<file path="src/lbp_out_fifo.sv">
// ----------------------------------------------------------------------------
// LBP output queue
// Small register queue that holds finished results until the master side
// takes them, and reports its fill level for input flow control.
// ----------------------------------------------------------------------------
module lbp_out_fifo #(
  parameter int unsigned Width = 35,
  parameter int unsigned Depth = 4
) (
  input  logic                       clk_i,
  input  logic                       rst_ni,
  input  logic                       push_i,
  input  logic [Width-1:0]           push_data_i,
  input  logic                       pop_i,
  output logic [Width-1:0]           data_o,
  output logic                       valid_o,
  output logic [$clog2(Depth+1)-1:0] count_o
);

  localparam int unsigned PtrW = (Depth > 1) ? $clog2(Depth) : 1;
  localparam int unsigned CntW = $clog2(Depth+1);

  logic [Width-1:0] mem_q [Depth];
  logic [PtrW-1:0]  wptr_q, wptr_d;
  logic [PtrW-1:0]  rptr_q, rptr_d;
  logic [CntW-1:0]  count_q, count_d;
  logic             do_pop;

  assign do_pop  = pop_i && (count_q != '0);
  assign data_o  = mem_q[rptr_q];
  assign valid_o = (count_q != '0);
  assign count_o = count_q;

  always_comb begin
    wptr_d  = wptr_q;
    rptr_d  = rptr_q;
    count_d = count_q;
    if (push_i) begin
      wptr_d = (wptr_q == PtrW'(Depth-1)) ? '0 : wptr_q + PtrW'(1);
    end
    if (do_pop) begin
      rptr_d = (rptr_q == PtrW'(Depth-1)) ? '0 : rptr_q + PtrW'(1);
    end
    if (push_i && !do_pop) begin
      count_d = count_q + CntW'(1);
    end else if (!push_i && do_pop) begin
      count_d = count_q - CntW'(1);
    end
  end

  always_ff @(posedge clk_i or negedge rst_ni) begin
    if (!rst_ni) begin
      wptr_q  <= '0;
      rptr_q  <= '0;
      count_q <= '0;
    end else begin
      wptr_q  <= wptr_d;
      rptr_q  <= rptr_d;
      count_q <= count_d;
    end
  end

  always_ff @(posedge clk_i) begin
    if (push_i) begin
      mem_q[wptr_q] <= push_data_i;
    end
  end

endmodule

</file>
<file path="config.mk">
export PLATFORM = sky130hd
export DESIGN_NAME = lbp_out_fifo
export DESIGN_NICKNAME = d
export VERILOG_FILES = /design/src/lbp_out_fifo.sv
export SDC_FILE = /design/constraint.sdc
export NUM_CORES = 1
export LEC_CHECK = 0
export ABC_AREA = 0
export BUFFER_PORTS_ARGS = -buffer_cell sky130_fd_sc_hd__buf_4
export CORE_MARGIN = 1.5
export CORE_UTILIZATION = 24
export DETAILED_ROUTE_END_ITERATION = 10
export GPL_TIMING_DRIVEN = 0
export PLACE_DENSITY = 0.43
export SYNTH_ARGS = -nofsm -noshare
export SYNTH_HDL_FRONTEND = slang
export SYNTH_SLANG_ARGS = --single-unit
</file>
<file path="constraint.sdc">
create_clock -name clk_i -period 4.8 [get_ports clk_i]
set_input_delay 0.72 -clock clk_i [delete_from_list [all_inputs] [get_ports clk_i]]
set_output_delay 0.72 -clock clk_i [all_outputs]
set_load 0.03 [all_outputs]
</file>
== Word-level counts from Yosys, hierarchy flattened ==
Memories as Yosys holds them, arrays and structs flattened.
Cells that the tools add are included.

* Input bits: 39
* Flip-flop bits (word level): 7
* Memories kept: 1
* RAM bits: 140
* Word-level logic and storage cells: 23

* Equality and inequality tests: 2
* Muxes and demuxes: 6
* Add/sub/neg operators: 4
* Reductions and logical operators: 7

{| class="wikitable"
|+ Memories
! name !! depth !! width !! read ports !! clocked after memory_dff !! wr ports !! RTL line !! RTL
|-
| mem_q || 4 || 35 || 1 || 0 || 1 || 23 || <nowiki>logic [Width-1:0] mem_q [Depth];</nowiki>
|}

{| class="wikitable"
|+ Operators with widths
! kind !! number
|-
| 2-to-1 mux 3 bit || 2
|-
| adder 2 x 1 -> 2 bit (second input constant) || 2
|-
| == test 2 bit (second input constant) || 2
|-
| 2-to-1 mux 2 bit || 2
|-
| adder 3 x 1 -> 3 bit (second input constant) || 1
|-
| logical AND 1 bit || 3
|-
| nonzero test 3 bit || 1
|-
| subtractor 3 x 1 -> 3 bit (second input constant) || 1
|-
| logical NOT 1 bit || 2
|-
| 2-to-1 mux 1 bit || 2
|-
| nonzero test 2 bit || 1
|}

== Longest topological paths before layout ==
Gate-level depths: netlist of the first run.

* Word-level depth: 5
* Mapped depth: 8

== Least setup slack after synthesis of the first run ==
OpenSTA, ideal clock, no wires.

* Path kind: register -> register
* Start: reg count_q[0] (netlist: count_o[0])
* End: reg count_q[2] (netlist: count_o[2])
* Arrival time: 2110 ps
* Data required time: 4720 ps
* Period minus slack after synthesis: 2190 ps
* Path slack: 2610 ps
* Buffers on the path: 0
* Cell stages (with the launch flop): 9
* Cell sequence: dfrtp_1 -> or3_4 -> nand2_2 -> ha_1 -> inv_1 -> fa_1 -> xor2_1 -> nor2_1 -> xor2_1

* Longest elaborated chain between the ends: 5
* Elaborated cells on any way between the ends: 10
* Classes of those cells: add/sub (2); mux (2); reduce/logical (6)

{| class="wikitable"
|+ Ends and longest elaborated chain
! what !! RTL line !! RTL
|-
| start, declared || 26 || <nowiki>logic [CntW-1:0] count_q, count_d;</nowiki>
|-
| start signal, assigned || 59 || <nowiki>count_q <= count_d;</nowiki>
|-
| nonzero test 3 bit (*) || n/a ||
|-
| via valid_o || 16 || <nowiki>output logic valid_o,</nowiki>
|-
| logical AND 1 bit (*) || 29 || <nowiki>assign do_pop = pop_i && (count_q != '0);</nowiki>
|-
| logical NOT 1 bit || 44 || <nowiki>if (push_i && !do_pop) begin</nowiki>
|-
| logical AND 1 bit || 44 ||
|-
| 2-to-1 mux 3 bit / nonzero test 2 bit (equally long branches) || n/a ||
|}

The timed path passes the listed nets; every way through them passes the cells marked *. The select of a mux whose other input is x is not followed.
A chain may end at the register's enable or synchronous reset.

== Worst setup path after layout of the first run ==
* Start: reg rptr_q[1]
* End: out data_o[6]

* Longest elaborated chain between the ends: 1

{| class="wikitable"
|+ Ends and longest elaborated chain
! what !! RTL line !! RTL
|-
| start, declared || 25 || <nowiki>logic [PtrW-1:0] rptr_q, rptr_d;</nowiki>
|-
| start signal, assigned || 58 || <nowiki>rptr_q <= rptr_d;</nowiki>
|-
| memory (4 x 35 bit) || n/a ||
|-
| end, declared || 15 || <nowiki>output logic [Width-1:0] data_o,</nowiki>
|}

No other way between the ends.

==> results.py, run 1 <==
metrics = {
    "logic_synthesis": {
        "synth-seq-cells": 147,
        "synth_top_area_cell": "edfxtp_1",
        "synthTopCellsByCount": "edfxtp_1 (140), mux4_2 (28), dfrtp_1 (7), mux4_1 (7), ha_1 (6)",
        "ys_types": 19,
        "synth_edf_count": 140,
        "synth_cells": 219,
        "synth_mux_area_frac": 0.154,
        "synthArstFlopShare": 0.0476,
        "syn_nets": 265,
        "synth_top_area_share": 0.761,
        "synth_area_sq_um": 5520,
        "yosys_warnings": 0,
        "synthSimpleGateAreaFrac": 0.0111,
        "synth_compound_area_frac": 0.00181,
        "ys_seq_area_frac": 0.793,
        "synth_fa_ha_area_frac": 0.0172,
        "synth_top_family_by_area": "multiplexers",
        "synthMostInstantiatedCell": "edfxtp_1",
        "synth-main-ff-cell": "edfxtp_1",
        "syn_area_per_cell_sq_um": 25.2,
        "synthXorXnorAreaFrac": 0.00476,
        "synth_area_leaders": "edfxtp_1 (76%), mux4_2 (11%), mux4_1 (3.3%), dfrtp_1 (3.2%), ha_1 (1.4%)",
    },
    "cts": {
        "cts_setup_buffers": 0,
        "post_cts_resized": 0,
        "worstSkewPairLatency_ps": 420,
        "htree_levels": 4,
        "clkSlewWorstSetupHoldPaths_ps": 60,
        "clockRootBuffer": "clkbuf_16",
        "cts_num_sinks": 147,
        "cts_buffer_depth": 2,
        "cts_buffers": 17,
        "cts_tree": "yes",
        "ctsHoldBuffers": 0,
    },
    "sta": {
        "worst_pin_slew_ps": 565,
        "setup_viol": 0,
        "setup_tns_ps": 0,
        "rsz0062_at_grt": "no",
        "period_minus_slack_ps": 2670,
        "slew_headroom": 0.624,
        "hold_viol": 0,
        "post-route-period-util": 0.557,
        "final_max_slew_viol_count": 0,
        "final.setup_skew_ps": 7.00,
        "timing.final.ws_setup_ps": 2130,
        "fmax_mhz": 374,
    },
    "placement": {
        "port_buffers": 77,
        "place_hpwl_um": 6850,
        "dpl-instance-area_sq_um": 6540,
        "routabilityCongestion": 0.583,
        "pre_cts_ws_ps": 2470,
    },
    "global_route": {
        "grt_max_degree": 26,
        "grt_pass1_wl_um": 16500,
        "grtUsageTotal": 0.0989,
        "grt_antenna_before_repair": 0,
        "grt_pass1_vias": 2809,
        "grt-ovfl-total": 0,
    },
    "cells_and_area": {
        "final_nets": 365,
        "fill_cells": 2156,
        "drive_gt1_frac": 0.467,
        "layout-area-overhead-vs-synth_pct": 28.3,
        "fin_area_sq_um": 7090,
        "diodes": 0,
    },
    "detailed_routing": {
        "drtIter0Drc": 86,
        "vias": 2522,
        "wl_per_cell_um": 17.9,
        "drtAntennaViolNets": 0,
        "wl_um": 11100,
        "firstDrtPassIters": 4,
        "drt-vias-per-instance": 4.09,
        "drc_errors": 0,
    },
    "die": {
        "core-area_sq_um": 22600,
        "initial_core_util": 0.244,
        "chipWidth_um": 155,
        "die_area_sq_um": 23900,
        "die_y_um": 155,
        "fp-row-count": 55,
        "ioPinCount": 78,
    },
    "critical_path": {
        "worst_ep_required_time_ps": 4080,
        "max_stage_delay_ps": 390,
        "arrival_ps": 1950,
        "crit_slowest_cell": "mux4_2",
        "crit_path_end_kind": "output pin",
        "path_cells": "buf_2 -> buf_2 -> mux4_2 -> buf_4",
        "critical_path_class": "flip-flop to output pin",
        "crit_fanout": 10,
        "cp-start-kind": "flip-flop",
        "cp_common_cell": "buf_2",
        "crit_buf_inv": 3,
        "cpLargestDelayFamily": "buffers and inverters",
    },
    "outcome": {
        "outcome": "finished, final reports clean",
    },
    "worst_hold_path": {
        "hp-class": "input port to asynchronous set/reset pin",
    },
    "pwr": {
        "p_leak_nw": 2.45,
        "finalPower_mw": 4.59,
        "power_density_nw_per_um2": 648,
        "peakVddDrop_mv": 0.273,
    },
    "flow_run": {
        "maxCapViolCount": 0,
    },
}
[state kept, by name (all words and copies together), names as in the netlist]
signal / count
mem_q: 140
count_o: 3
rptr_q: 2
wptr_q: 2
[cells by family after synthesis]
group / after synthesis
buffers and inverters: 11
and+or+nand+nor: 11
AOI/OAI and AO/OA: 2
DFF: 147
muxes: 38
adders and majority gates: 7
xor gates and xnor gates: 3
[where the power goes]
part	internal, mW	switching (mW)	total [mW]
sequential	1.65	0.0618	1.71
combinational	0.713	0.954	1.67
clock	0.706	0.504	1.21
total	3.07	1.52	4.59
[through the flow]
stage,hold WS [ps],std cells,util
after floorplan,424,219,-
after global placement,493,581,0.285
after detailed placement,507,585,0.289
after CTS,91.7,617,0.313
after global routing,87.5,617,0.313
final,108,617,0.313
[metal layers]
layer / share of wire / up-vias / global-route usage
met3: 0.038 / 16 / 0.0311
met5: 0 / - / 0
li1: - / 1131 / -
met2: 0.52 / 58 / 0.170
met4: 0.018 / 0 / 0.0453
met1: 0.42 / 1317 / 0.113
[worst paths after layout]
check | startpoint | end | slack, ps | depth (start not counted)
max | rptr_q[1] | data_o[6] | 2130 | 4
min | rst_ni | count_o[0] | 110 | 1
max reg2reg | count_o[0] | count_o[2] | 2720 | 8
min reg2reg | count_o[2] | count_o[2] | 510 | 1
max in group asynchronous | rst_ni | wptr_q[1] | 4560 | 1
min in group clk_i | push_data_i[20] | mem_q[3][20] | 500 | 1
[layout by cell type (no fill, tap or decap), drive strengths merged, types with 3 or more instances in the layout]
| master | synthesis | final |
|---|---|---|
| edfxtp | 140 | 140 |
| buf | 8 | 89 |
| mux4 | 35 | 35 |
| clkbuf | 0 | 18 |
| clkinv | 0 | 8 |
| dfrtp | 7 | 7 |
| ha | 6 | 6 |
| and2 | 4 | 4 |
| clkinvlp | 0 | 4 |
| inv | 3 | 4 |
| mux2 | 3 | 3 |
| nor2 | 3 | 3 |
| nand2 | 3 | 3 |
[area by class of cell]
cell class,instances,area (sq um),area share
Tap cell,285,357,0.0503
Clock buffer,18,429,0.0606
Inverter,3,11.3,0.00159
Buffer,8,91.3,0.0129
Clock inverter,14,114,0.0161
Timing Repair Buffer,81,658,0.0929
Sequential cell,147,4380,0.618
Multi-Input combinational cell,61,1050,0.148
Power figures use the tool's default switching activity.
==> inputs of run 2 (changes only) <==
- clock period: 4.8 -> 2.68 ns (I/O delays scaled with it)
==> results.py, run 2 (synthesized netlist as in run 1, its figures left out) <==
metrics = {
    "outcome": {
        "outcome": "finished, final reports clean",
    },
    "critical_path": {
        "path_cells": "buf_2 -> buf_2 -> mux4_2 -> buf_4",
        "arrival_ps": 1950,
        "cp-start-kind": "flip-flop",
        "cpLargestDelayFamily": "buffers and inverters",
        "rr_endpoint": "count_o[2]",
        "cp_common_cell": "buf_2",
        "crit_path_end_kind": "output pin",
        "worst_ep_required_time_ps": 2280,
        "r2r_cells": 8,
        "critical_path_class": "flip-flop to output pin",
        "max_stage_delay_ps": 390,
        "rrSetupSlack_ps": 600,
        "crit_fanout": 10,
        "r2r_start": "count_o[0]",
        "cp-startpoint": "rptr_q[1]",
        "crit_buf_inv": 3,
        "crit_slowest_cell": "mux4_2",
    },
    "worst_hold_path": {
        "hold_path_end": "mem_q[2][11]",
        "hold_depth": 1,
        "hp-class": "input port to flip-flop",
        "hold_start": "push_data_i[11]",
    },
    "cells_and_area": {
        "layout-area-overhead-vs-synth_pct": 28.5,
        "stdcell_count": 618,
        "fin_area_sq_um": 7100,
        "final_nets": 366,
        "diodes": 0,
        "final_cell_mix": "edfxtp_1 (140), buf_4 (77), mux4_2 (28)",
        "largest_reg_flops": 140,
        "drive_gt1_frac": 0.465,
        "layout_commonest_cell": "edfxtp_1",
        "top_register": "mem_q",
        "fill_cells": 2155,
    },
    "global_route": {
        "grt_antenna_before_repair": 0,
        "grtUsageTotal": 0.0990,
        "grt_pass1_vias": 2815,
        "grt_max_degree": 26,
        "grt_pass1_wl_um": 16500,
        "grt-ovfl-total": 0,
    },
    "sta": {
        "rsz0062_at_grt": "no",
        "post-route-period-util": 0.877,
        "setup_viol": 0,
        "timing.final.ws_setup_ps": 330,
        "final.setup_skew_ps": 6.68,
        "slew_headroom": 0.609,
        "hold_viol": 0,
        "final_max_slew_viol_count": 0,
        "worst_pin_slew_ps": 586,
        "fmax_mhz": 425,
        "period_minus_slack_ps": 2350,
    },
    "pwr": {
        "switchingPower_mw": 2.72,
        "internal-power_mw": 5.50,
        "combPwrFrac": 0.363,
        "seq_power_share": 0.373,
        "p_leak_nw": 2.45,
        "peakVddDrop_mv": 0.489,
        "pwr-share-clk": 0.264,
        "power_density_nw_per_um2": 1160,
        "swShare": 0.331,
    },
    "die": {
        "core-area_sq_um": 22600,
        "die_area_sq_um": 23900,
        "fp-row-count": 55,
        "die_y_um": 155,
        "initial_core_util": 0.244,
        "chipWidth_um": 155,
        "ioPinCount": 78,
    },
    "placement": {
        "routabilityCongestion": 0.583,
        "pre_cts_ws_ps": 595,
        "place_hpwl_um": 6850,
        "dpl-instance-area_sq_um": 6540,
        "placedCellCount": 585,
        "port_buffers": 77,
    },
    "flow_run": {
        "maxCapViolCount": 0,
    },
    "cts": {
        "clkSlewWorstSetupHoldPaths_ps": 60,
        "cts_num_sinks": 147,
        "cts_tree": "yes",
        "cts_buffer_depth": 2,
        "htree_levels": 4,
        "worstSkewPairLatency_ps": 420,
        "cts_buffers": 17,
        "cts_setup_buffers": 0,
        "clockRootBuffer": "clkbuf_16",
    },
    "detailed_routing": {
        "firstDrtPassIters": 4,
        "drtAntennaViolNets": 0,
        "drc_errors": 0,
        "wl_per_cell_um": 17.9,
        "drt-vias-per-instance": 4.09,
        "wl_um": 11100,
        "drtIter0Drc": 70,
        "vias": 2529,
    },
}
## run 2: cell types whose count changed in the layout (fill, tap and decap cells not counted)
cell	previous run	this run
dlygate4sd3_1	0	1
## run 2: routing by layer
metal | track usage | vias to the layer above | share of wire
met5 | 0 | - | 0
li1 | - | 1134 | -
met4 | 0.0453 | 0 | 0.018
met2 | 0.170 | 57 | 0.52
met3 | 0.0311 | 15 | 0.039
met1 | 0.113 | 1323 | 0.42
## run 2: timing repair
item,4_1_cts,5_1_grt
gates resized for setup,0,0
hold buffers,1,0
hold endpoints to repair,7,0
## run 2: through the flow
step	setup TNS [ps]	hold WS, ps	util	total power [mW]
6_report	0	184	0.313	8.22
2_1_floorplan	0	106	-	5.09
3_3_place_gp	-12640	219	0.285	6.14
4_1_cts	0	163	0.313	8.40
3_5_place_dp	0	225	0.289	6.21
5_1_grt	0	159	0.313	8.64
## run 2: layout make-up
cell class | count | area, sq um | area share
clock inverters | 14 | 114 | 0.0160
plain buffers | 8 | 91.3 | 0.0129
well taps | 285 | 357 | 0.0503
clock buffers | 18 | 429 | 0.0605
repair buffers | 82 | 668 | 0.0942
flip-flops and latches | 147 | 4380 | 0.617
multi-input cells | 61 | 1050 | 0.147
inverters | 3 | 11.3 | 0.00159
## run 2: worst max path at each step
stage                    to  cells past startpoint
2_1_floorplan    count_o[2]                      8
3_3_place_gp   mem_q[0][29]                      3
3_5_place_dp     count_o[2]                      8
4_1_cts           data_o[6]                      4
5_1_grt           data_o[6]                      4
6_report          data_o[6]                      4
## run 2: power by group through the flow
stage,logic [mW],clock network [mW],registers (mW)
floorplan,1.95,0,3.14
global placement,3.01,0,3.12
detailed placement,3.09,0,3.12
CTS,3.10,2.23,3.08
global route,3.22,2.32,3.10
finish,2.99,2.17,3.07
